==> src/hdl/rrss_pkg.sv <==
`timescale 1ns / 1ps
// ---------------------------------------------------------------------------
// rrss_pkg
// Shared types and constants for the round-robin sleep scheduler.
// ---------------------------------------------------------------------------
package rrss_pkg;

  localparam int ID_BITS         = 16;
  localparam int MS_W            = 16;
  localparam int TPM_W           = 10;
  // sleep_ms times ticks_per_ms never exceeds MS_W + TPM_W bits
  localparam int SLEEP_W         = MS_W + TPM_W;
  localparam int DEF_MAX_THREADS = 8;

  localparam logic [TPM_W-1:0] TPM_RESET = 10'd32;

  localparam logic [1:0] KIND_TICK  = 2'd0;
  localparam logic [1:0] KIND_SPAWN = 2'd1;
  localparam logic [1:0] KIND_SLEEP = 2'd2;
  localparam logic [1:0] KIND_EXIT  = 2'd3;

  localparam logic [1:0] STATUS_OK   = 2'd0;
  localparam logic [1:0] STATUS_FULL = 2'd1;
  localparam logic [1:0] STATUS_IDLE = 2'd2;

  typedef struct packed {
    logic [1:0]      kind;
    logic [MS_W-1:0] sleep_ms;
  } in_word_t;

  typedef struct packed {
    logic [1:0]         status;
    logic [ID_BITS-1:0] running_id;
    logic [2:0]         running_slot;
    logic [ID_BITS-1:0] new_id;
    logic [3:0]         thread_count;
  } out_word_t;

  typedef struct packed {
    logic load_id;
    logic load_sleep;
    logic shift;
    logic dec;
  } cell_ctrl_t;

endpackage

==> src/hdl/round_robin_sleep_scheduler_unit.sv <==
`timescale 1ns / 1ps
// ---------------------------------------------------------------------------
// round_robin_sleep_scheduler_unit
// Round-robin thread scheduler with per-thread sleep counters held in a
// chain of slot cells.
// ---------------------------------------------------------------------------
//  channel | direction | handshake         | word
//  in_     | input     | in_valid/in_stall | kind, sleep_ms
//  out_    | output    | out_valid/out_stall | status, ids, slot, count
//  cfg_    | input     | cfg_valid/cfg_ready | ticks_per_ms (10 bits)
//
// After acceptance, spawn and exit pass from execute to emit; sleep passes
// execute (multiply), write (slot write) and emit; tick passes execute, a
// scan over the slots' awake flags (one slot a cycle from the search start,
// at most thread count slots) and emit. Reset is synchronous; cfg_ready is
// always high. A result waits in the output register; while it is stalled the
// next result holds in the emit state and no further word is accepted.
// ---------------------------------------------------------------------------
module round_robin_sleep_scheduler_unit #(
  parameter int MAX_THREADS = rrss_pkg::DEF_MAX_THREADS
) (
  input  logic                       clk,
  input  logic                       rst_n,
  input  logic                       in_valid,
  output logic                       in_stall,
  input  rrss_pkg::in_word_t         in_data,
  output logic                       out_valid,
  input  logic                       out_stall,
  output rrss_pkg::out_word_t        out_data,
  input  logic                       cfg_valid,
  output logic                       cfg_ready,
  input  logic [rrss_pkg::TPM_W-1:0] cfg_data
);

  localparam int IDX_W   = $clog2(MAX_THREADS);
  localparam int CNT_W   = $clog2(MAX_THREADS + 1);
  localparam int ID_BITS = rrss_pkg::ID_BITS;
  localparam int SLEEP_W = rrss_pkg::SLEEP_W;

  typedef enum logic [4:0] {
    S_IDLE  = 5'b00001,
    S_EXEC  = 5'b00010,
    S_WRITE = 5'b00100,
    S_SCAN  = 5'b01000,
    S_EMIT  = 5'b10000
  } state_t;

  state_t                     state_r, state_nxt;
  logic [1:0]                 kind_r, kind_nxt;
  logic [rrss_pkg::MS_W-1:0]  ms_r, ms_nxt;
  logic [SLEEP_W-1:0]         prod_r, prod_nxt;
  logic [CNT_W-1:0]           live_r, live_nxt;
  logic [IDX_W-1:0]           run_r, run_nxt;
  logic [CNT_W-1:0]           ss_r, ss_nxt;
  logic [ID_BITS-1:0]         next_id_r, next_id_nxt;
  logic                       exit_r, exit_nxt;
  logic [IDX_W-1:0]           scan_pos_r, scan_pos_nxt;
  logic [CNT_W-1:0]           scan_cnt_r, scan_cnt_nxt;
  logic [1:0]                 status_r, status_nxt;
  logic [ID_BITS-1:0]         given_r, given_nxt;
  logic [rrss_pkg::TPM_W-1:0] tpm_r;
  logic                       out_valid_r, out_valid_nxt;
  rrss_pkg::out_word_t        out_data_r;

  rrss_pkg::cell_ctrl_t       cell_ctrl [MAX_THREADS];
  logic [ID_BITS-1:0]         cell_id   [MAX_THREADS];
  logic [SLEEP_W-1:0]         cell_sleep[MAX_THREADS];
  logic [ID_BITS-1:0]         nb_id     [MAX_THREADS];
  logic [SLEEP_W-1:0]         nb_sleep  [MAX_THREADS];
  logic [MAX_THREADS-1:0]     awake;
  logic [ID_BITS-1:0]         wr_id;
  logic [SLEEP_W-1:0]         wr_sleep;

  logic                       do_remove;
  logic                       full;
  logic [CNT_W-1:0]           live_tick;
  logic [CNT_W-1:0]           ss_eff;
  logic [IDX_W-1:0]           scan_start;
  logic [CNT_W-1:0]           pos_inc;
  logic                       emit_fire;
  logic [63:0]                slot_ext;
  logic [63:0]                count_ext;
  rrss_pkg::out_word_t        emit_word;

  // ---- slot chain ----
  for (genvar g = 0; g < MAX_THREADS; g++) begin : g_cell
    if (g == MAX_THREADS - 1) begin : g_top
      assign nb_id[g]    = '0;
      assign nb_sleep[g] = '0;
    end else begin : g_mid
      assign nb_id[g]    = cell_id[g+1];
      assign nb_sleep[g] = cell_sleep[g+1];
    end

    rrss_cell u_cell (
      .clk      (clk),
      .rst_n    (rst_n),
      .ctrl     (cell_ctrl[g]),
      .wr_id    (wr_id),
      .wr_sleep (wr_sleep),
      .nb_id    (nb_id[g]),
      .nb_sleep (nb_sleep[g]),
      .id       (cell_id[g]),
      .sleep    (cell_sleep[g]),
      .awake    (awake[g])
    );
  end

  // ---- shared decode ----
  assign do_remove  = exit_r && (live_r > CNT_W'(1));
  assign full       = (live_r >= CNT_W'(MAX_THREADS));
  assign live_tick  = do_remove ? live_r - 1'b1 : live_r;
  assign ss_eff     = do_remove ? CNT_W'(run_r) : ss_r;
  assign scan_start = (ss_eff < live_tick) ? ss_eff[IDX_W-1:0] : '0;
  assign pos_inc    = CNT_W'(scan_pos_r) + 1'b1;
  assign emit_fire  = (state_r == S_EMIT) && (!out_valid_r || !out_stall);

  assign wr_id    = next_id_r;
  assign wr_sleep = (state_r == S_WRITE) ? prod_r : '0;

  always_comb begin
    for (int i = 0; i < MAX_THREADS; i++) begin
      cell_ctrl[i].dec        = (state_r == S_EXEC) && (kind_r == rrss_pkg::KIND_TICK);
      cell_ctrl[i].shift      = (state_r == S_EXEC) && (kind_r == rrss_pkg::KIND_TICK) &&
                                do_remove && (IDX_W'(i) >= run_r);
      cell_ctrl[i].load_id    = (state_r == S_EXEC) && (kind_r == rrss_pkg::KIND_SPAWN) &&
                                !full && (CNT_W'(i) == live_r);
      cell_ctrl[i].load_sleep = cell_ctrl[i].load_id ||
                                ((state_r == S_WRITE) && (IDX_W'(i) == run_r));
    end
  end

  // ---- sequencer ----
  always_comb begin
    state_nxt    = state_r;
    kind_nxt     = kind_r;
    ms_nxt       = ms_r;
    prod_nxt     = prod_r;
    live_nxt     = live_r;
    run_nxt      = run_r;
    ss_nxt       = ss_r;
    next_id_nxt  = next_id_r;
    exit_nxt     = exit_r;
    scan_pos_nxt = scan_pos_r;
    scan_cnt_nxt = scan_cnt_r;
    status_nxt   = status_r;
    given_nxt    = given_r;

    unique case (state_r)
      S_IDLE: begin
        if (in_valid) begin
          kind_nxt   = in_data.kind;
          ms_nxt     = in_data.sleep_ms;
          status_nxt = rrss_pkg::STATUS_OK;
          given_nxt  = '0;
          state_nxt  = S_EXEC;
        end
      end
      S_EXEC: begin
        case (kind_r)
          rrss_pkg::KIND_TICK: begin
            // cells drop the marked slot and count down this cycle
            if (do_remove) begin
              live_nxt = live_tick;
              ss_nxt   = CNT_W'(run_r);
              run_nxt  = (CNT_W'(run_r) < live_tick) ? run_r : '0;
            end
            exit_nxt     = 1'b0;
            scan_pos_nxt = scan_start;
            scan_cnt_nxt = '0;
            state_nxt    = S_SCAN;
          end
          rrss_pkg::KIND_SPAWN: begin
            if (full) begin
              status_nxt = rrss_pkg::STATUS_FULL;
            end else begin
              given_nxt   = next_id_r;
              live_nxt    = live_r + 1'b1;
              next_id_nxt = next_id_r + 1'b1;
            end
            state_nxt = S_EMIT;
          end
          rrss_pkg::KIND_SLEEP: begin
            prod_nxt  = SLEEP_W'(ms_r) * SLEEP_W'(tpm_r);
            state_nxt = S_WRITE;
          end
          default: begin
            if (live_r > CNT_W'(1)) begin
              exit_nxt = 1'b1;
            end
            state_nxt = S_EMIT;
          end
        endcase
      end
      S_WRITE: begin
        state_nxt = S_EMIT;
      end
      S_SCAN: begin
        if (awake[scan_pos_r]) begin
          run_nxt   = scan_pos_r;
          ss_nxt    = pos_inc;
          state_nxt = S_EMIT;
        end else if (scan_cnt_r == live_r - 1'b1) begin
          status_nxt = rrss_pkg::STATUS_IDLE;
          state_nxt  = S_EMIT;
        end else begin
          // advance round the live slots, wrapping to slot 0
          scan_pos_nxt = (pos_inc >= live_r) ? '0 : pos_inc[IDX_W-1:0];
          scan_cnt_nxt = scan_cnt_r + 1'b1;
        end
      end
      S_EMIT: begin
        if (emit_fire) begin
          state_nxt = S_IDLE;
        end
      end
      default: begin
        state_nxt = S_IDLE;
      end
    endcase
  end

  always_ff @(posedge clk) begin
    if (!rst_n) begin
      state_r   <= S_IDLE;
      live_r    <= CNT_W'(1);
      run_r     <= '0;
      ss_r      <= CNT_W'(1);
      next_id_r <= ID_BITS'(1);
      exit_r    <= 1'b0;
      tpm_r     <= rrss_pkg::TPM_RESET;
    end else begin
      state_r   <= state_nxt;
      live_r    <= live_nxt;
      run_r     <= run_nxt;
      ss_r      <= ss_nxt;
      next_id_r <= next_id_nxt;
      exit_r    <= exit_nxt;
      if (cfg_valid && cfg_ready) begin
        tpm_r <= cfg_data;
      end
    end
  end

  always_ff @(posedge clk) begin
    kind_r     <= kind_nxt;
    ms_r       <= ms_nxt;
    prod_r     <= prod_nxt;
    scan_pos_r <= scan_pos_nxt;
    scan_cnt_r <= scan_cnt_nxt;
    status_r   <= status_nxt;
    given_r    <= given_nxt;
  end

  // ---- output register ----
  assign slot_ext  = 64'(run_r);
  assign count_ext = 64'(live_r);

  always_comb begin
    emit_word.status       = status_r;
    emit_word.running_id   = cell_id[run_r];
    emit_word.running_slot = slot_ext[2:0];
    emit_word.new_id       = given_r;
    emit_word.thread_count = count_ext[3:0];
  end

  always_comb begin
    if (emit_fire) begin
      out_valid_nxt = 1'b1;
    end else if (out_stall) begin
      out_valid_nxt = out_valid_r;
    end else begin
      out_valid_nxt = 1'b0;
    end
  end

  always_ff @(posedge clk) begin
    if (!rst_n) begin
      out_valid_r <= 1'b0;
    end else begin
      out_valid_r <= out_valid_nxt;
    end
  end

  always_ff @(posedge clk) begin
    if (emit_fire) begin
      out_data_r <= emit_word;
    end
  end

  assign in_stall  = (state_r != S_IDLE);
  assign out_valid = out_valid_r;
  assign out_data  = out_data_r;
  assign cfg_ready = 1'b1;

endmodule

==> src/hdl/rrss_cell.sv <==
`timescale 1ns / 1ps
// ---------------------------------------------------------------------------
// rrss_cell
// One thread slot: id and sleep count, loaded, decremented, or taken from
// the next slot up when a thread leaves the table.
// ---------------------------------------------------------------------------
module rrss_cell (
  input  logic                        clk,
  input  logic                        rst_n,
  input  rrss_pkg::cell_ctrl_t        ctrl,
  input  logic [rrss_pkg::ID_BITS-1:0] wr_id,
  input  logic [rrss_pkg::SLEEP_W-1:0] wr_sleep,
  input  logic [rrss_pkg::ID_BITS-1:0] nb_id,
  input  logic [rrss_pkg::SLEEP_W-1:0] nb_sleep,
  output logic [rrss_pkg::ID_BITS-1:0] id,
  output logic [rrss_pkg::SLEEP_W-1:0] sleep,
  output logic                        awake
);

  logic [rrss_pkg::ID_BITS-1:0] id_r, id_nxt;
  logic [rrss_pkg::SLEEP_W-1:0] sleep_r, sleep_nxt;

  always_comb begin
    id_nxt    = id_r;
    sleep_nxt = sleep_r;
    if (ctrl.load_id || ctrl.load_sleep) begin
      if (ctrl.load_id) begin
        id_nxt = wr_id;
      end
      if (ctrl.load_sleep) begin
        sleep_nxt = wr_sleep;
      end
    end else if (ctrl.shift) begin
      // take the neighbour's word, counting down on the way
      id_nxt    = nb_id;
      sleep_nxt = (nb_sleep != '0) ? nb_sleep - 1'b1 : '0;
    end else if (ctrl.dec && sleep_r != '0) begin
      sleep_nxt = sleep_r - 1'b1;
    end
  end

  always_ff @(posedge clk) begin
    if (!rst_n) begin
      id_r    <= '0;
      sleep_r <= '0;
    end else begin
      id_r    <= id_nxt;
      sleep_r <= sleep_nxt;
    end
  end

  assign id    = id_r;
  assign sleep = sleep_r;
  assign awake = (sleep_r == '0);

endmodule

==> config.mk <==
export PLATFORM = sky130hd
export DESIGN_NAME = round_robin_sleep_scheduler_unit
export DESIGN_NICKNAME = d
export VERILOG_FILES = /design/src/hdl/rrss_pkg.sv /design/src/hdl/round_robin_sleep_scheduler_unit.sv /design/src/hdl/rrss_cell.sv
export SDC_FILE = /design/constraint.sdc
export NUM_CORES = 2
export LEC_CHECK = 0
export BUFFER_PORTS_ARGS = -buffer_cell sky130_fd_sc_hd__buf_2
export CORE_MARGIN = 2
export CORE_UTILIZATION = 60
export CTS_CLUSTER_SIZE = 20
export DETAILED_ROUTE_END_ITERATION = 10
export PLACE_DENSITY_LB_ADDON = 0.1
export SLEW_MARGIN = 20
export SYNTH_ARGS = -nofsm -noshare
export SYNTH_HDL_FRONTEND = slang
export SYNTH_SLANG_ARGS = --single-unit
==> constraint.sdc <==
create_clock -name clk -period 9.04 [get_ports clk]
set_input_delay 0.452 -clock clk [delete_from_list [all_inputs] [get_ports clk]]
set_output_delay 0.452 -clock clk [all_outputs]
set_load 0.01 [all_outputs]
==> results.md <==
* Total of buffers placed on input and output ports at 75
* Switching share of total power at 0.303
* Sum of overflow across all layers after global routing at 0
* DRC viols at 0
* Sequential fraction of the synthesis area at 0.338
* Switch Pwr at 1.80 mW
* Actual transition at the worst max-transition pin at 1170 ps
* Cts bufs inserted at 54
* Critical path class: reg -> reg
* Wire length per cell after detailed routing at 22.9 µm
* Status: finished clean
* Estimated wirelength of the detail-placed design at roughly 73000 µm
* Total routing resource utilization after global routing at 0.368
* Kind of launch point of the worst setup path: register
* Longest individual stage delay on the worst path at 720 ps
* Post-synthesis cell count at just under 4000
* I/O Pins at 77
* Worst Path Arrival at between 6000 and 7000 ps
* Post-synthesis register bit count at 490
* Height of the die at 236 µm
* Cell family with most CP delay: adder cells
* Final-report hold violation count at 0
* Area of the die at 55600 µm²
* Net Count, Synth at 4156
* Yosys Warn Count at 0
* Post-route ant nets at 0
* Avg Cell Area, Syn at roughly 8.2 µm²
* First-iteration detailed-routing DRC count at between 3000 and 4000
* Number of core rows at 84
* Routed WL at approximately 100000 µm
* Max Clock Freq at 162 MHz
* Final Critical Period at 6170 ps
* Power per cell area at 172 nW/µm²
* Async set-or-reset flop fraction in the synthesized netlist at 0
* Number of global-route vias before repair at roughly 30000
* Total number of nets in the final design at 4055
* Share of power burned in combinational logic at 0.211
* # clock sinks at 490
* Worst setup skew after layout at 27.7 ps
* Total vias in the final route at between 30000 and 40000
* Clock latency reported for the late side of the worst-skew pair at 630 ps
* Synth-to-Final Area Change at 7.73%
* Total standard cell area after synthesis at 32300 µm²
* Fraction of layout instances using a drive strength above 1 at 0.0747
* Highest fanout seen on the critical path at 17
* Post-CTS resize count at 0
* Type of the tightest min-delay check: in -> reg
* Internal power at approximately 4.2 mW
* Number of H-tree levels at 2
* Most frequent CP cell: sky130_fd_sc_hd__fa_1
* TritonCTS clock tree: done
* Number of setup violations in the final report at 0
* Critical path buffer and inverter count at 3
* Accumulated negative setup slack at 0 ps
* Maximum number of buffers from clock root to sink at 3
* Post-route clock period utilization at 0.682
* Count of pins over their slew limit at 0
* Clock edge transition at the registers on the reported setup and hold paths at ~60 ps
* Hold-fix buffer count after cts at 2
* R2r setup slk at 2870 ps
* Initial antenna violation count at 2
* Average via count per standard cell at 6.66
* Setup crit end kind: register
* Die width at ~240 µm
* Count of flip-flops with a built-in enable after synthesis at 110
* Global-route wire length before repair at 164000 µm
* Starting utilization of the core area at 0.610
* Largest net degree at the start of global routing at 145
* Max_slew headroom at 0.215
* Unrepaired setup endpoints after global routing: no
* Max VDD drop at 0.144 mV
* Core Area at 52900 µm²
* DRT Pass-1 Iters at 6
* Synth Flop Type: sky130_fd_sc_hd__dfxtp_1
* Power consumption at 5.96 mW
* Max capacitance violation total at 0
* Diodes inserted at 0
* Final hold slack at 14.1 ps
* Sequential cell fraction of total power at 0.401
* LEAKAGE at 13.3 nW
* Cell with the largest stage delay on the worst path: sky130_fd_sc_hd__dfxtp_1
* Cells traversed along the worst timing path: nand2_1 -> fa_1 -> inv_1 -> fa_1 -> fa_1 -> fa_1 -> inv_1 -> fa_1 -> inv_1 -> ha_1 -> a21oi_1 -> o211ai_1 -> a21oi_1 -> o41ai_1 -> a2111o_1 -> a32o_1 -> o211ai_1 -> xnor2_1
* Routability Congestion at 0.935
* Root buffer selected by CTS: sky130_fd_sc_hd__clkbuf_16
* Clock group share of total power at 0.387
* Count of buffers added by post-CTS timing repair for setup at 0
* Cell variety after synth at 85
* Required time of the worst setup path at 9410 ps
==> power groups by stage <==
stage          Combinational, mW  Clock, mW  Sequential, mW
2_1_floorplan              0.976          0            2.39
3_3_place_gp                1.21          0            2.44
3_5_place_dp                1.25          0            2.44
4_1_cts                     1.25       2.32            2.39
5_1_grt                     1.43       2.40            2.40
6_report                    1.26       2.31            2.39
==> stage by stage <==
| step | setup slack [ps] | cells | util | instance area (µm²) |
|---|---|---|---|---|
| 2_1_floorplan | 3520 | 3924 | - | 32300 |
| 3_3_place_gp | 3110 | 4453 | 0.622 | 32900 |
| 3_5_place_dp | 2940 | 4453 | 0.622 | 32900 |
| 4_1_cts | 2950 | 4556 | 0.657 | 34700 |
| 5_1_grt | 2540 | 4556 | 0.657 | 34800 |
| 6_report | 2870 | 4556 | 0.657 | 34800 |
==> path summary, 6_finish.rpt <==
kind,startpoint,cells after the start,to
hold reg to reg,given_r[14]$_SDFFCE_PN0P_,0,out_data[18]$_DFFE_PP_
hold / removal,in_data[5],1,ms_r[5]$_DFFE_PP_
setup reg to reg,tpm_r[1]$_SDFFE_PN0P_,18,prod_r[24]$_DFFE_PP_
setup / recovery,tpm_r[1]$_SDFFE_PN0P_,18,prod_r[24]$_DFFE_PP_
==> Yosys cell counts (110+ instances only) <==
cell                       instances  area (µm²)
sky130_fd_sc_hd__o21ai_0         122         611
sky130_fd_sc_hd__xnor2_1         163        1430
sky130_fd_sc_hd__dfxtp_1         380        7610
sky130_fd_sc_hd__a311oi_1        117        1020
sky130_fd_sc_hd__nand3_1         128         641
sky130_fd_sc_hd__xor2_1          116        1020
sky130_fd_sc_hd__a21oi_1         209        1050
sky130_fd_sc_hd__fa_1            110        2200
sky130_fd_sc_hd__inv_1           159         597
sky130_fd_sc_hd__edfxtp_1        110        3300
sky130_fd_sc_hd__nand2_1         635        2380
sky130_fd_sc_hd__clkbuf_1        260         976
sky130_fd_sc_hd__nor2_1          397        1490
==> layout by cell type, fill, tap and decap left out, types with 15 or more instances in the layout <==
master                      Yosys  layout
sky130_fd_sc_hd__nand3_1      128     128
sky130_fd_sc_hd__xor2_1       116     116
sky130_fd_sc_hd__nor4_1        43      42
sky130_fd_sc_hd__o22ai_1       53      53
sky130_fd_sc_hd__buf_2          5      75
sky130_fd_sc_hd__o21ai_0      122     122
sky130_fd_sc_hd__mux2i_1       48      48
sky130_fd_sc_hd__edfxtp_1     110     110
sky130_fd_sc_hd__o211ai_1      53      53
sky130_fd_sc_hd__a211oi_1      48      47
sky130_fd_sc_hd__buf_4          1      53
sky130_fd_sc_hd__dfxtp_1      380     377
sky130_fd_sc_hd__clkbuf_16      0      55
sky130_fd_sc_hd__a311oi_1     117     117
sky130_fd_sc_hd__xnor2_1      163     163
sky130_fd_sc_hd__o221ai_1      64      64
sky130_fd_sc_hd__a21oi_1      209     208
sky130_fd_sc_hd__and3_1        34      34
sky130_fd_sc_hd__a31oi_1       15      15
sky130_fd_sc_hd__a22oi_1       18      15
sky130_fd_sc_hd__inv_1        159     158
sky130_fd_sc_hd__nor3_1       106     104
sky130_fd_sc_hd__nor2_1       397     396
sky130_fd_sc_hd__and2_1        96      96
sky130_fd_sc_hd__o22a_1        17      17
sky130_fd_sc_hd__ha_1          89      89
sky130_fd_sc_hd__nand2_1      635     629
sky130_fd_sc_hd__or3_1         42      42
sky130_fd_sc_hd__or4_1         32      32
sky130_fd_sc_hd__fa_1         110     110
sky130_fd_sc_hd__nand4_1       18      18
==> state kept, by name (all words and copies together), names as in the netlist <==
name                 flops
exit_r                   1
status_r                 2
tpm_r                   10
given_r                 16
ss_r                     4
live_r                   4
out_valid                1
scan_pos_r               3
g_cell.u_cell.id       128
out_data                41
prod_r                  26
scan_cnt_r               4
state_r                  5
next_id_r               16
kind_r                   2
run_r                    3
ms_r                    16
g_cell.u_cell.sleep    208
==> routing by layer <==
| metal | wire length, µm | track usage | vias up |
|---|---|---|---|
| met2 | 46200 | 0.581 | 1703 |
| met1 | 42100 | 0.489 | 14600 |
| met5 | 28 | 0 | - |
| li1 | - | - | 13700 |
| met4 | 5790 | 0.192 | 4 |
| met3 | 10200 | 0.0589 | 345 |
==> logic make-up after synthesis <==
group                      synth area share
DFF                                   0.338
adders and majority gates             0.103
buffers and inverters                0.0523
other                              0.000116
muxes                                0.0240
AOI/OAI and AO/OA                     0.176
xor gates and xnor gates             0.0758
and+or+nand+nor                       0.231
==> area by class of cell <==
type                    count  area (µm²)
repair buffers            130         793
fillers                  4428       18100
clock buffers              71        1510
flip-flops and latches    490       10900
clock inverters            30         323
inverters                 160         608
multi-input cells        2987       19700
well taps                 688         861
Power figures use the tool's default switching activity.
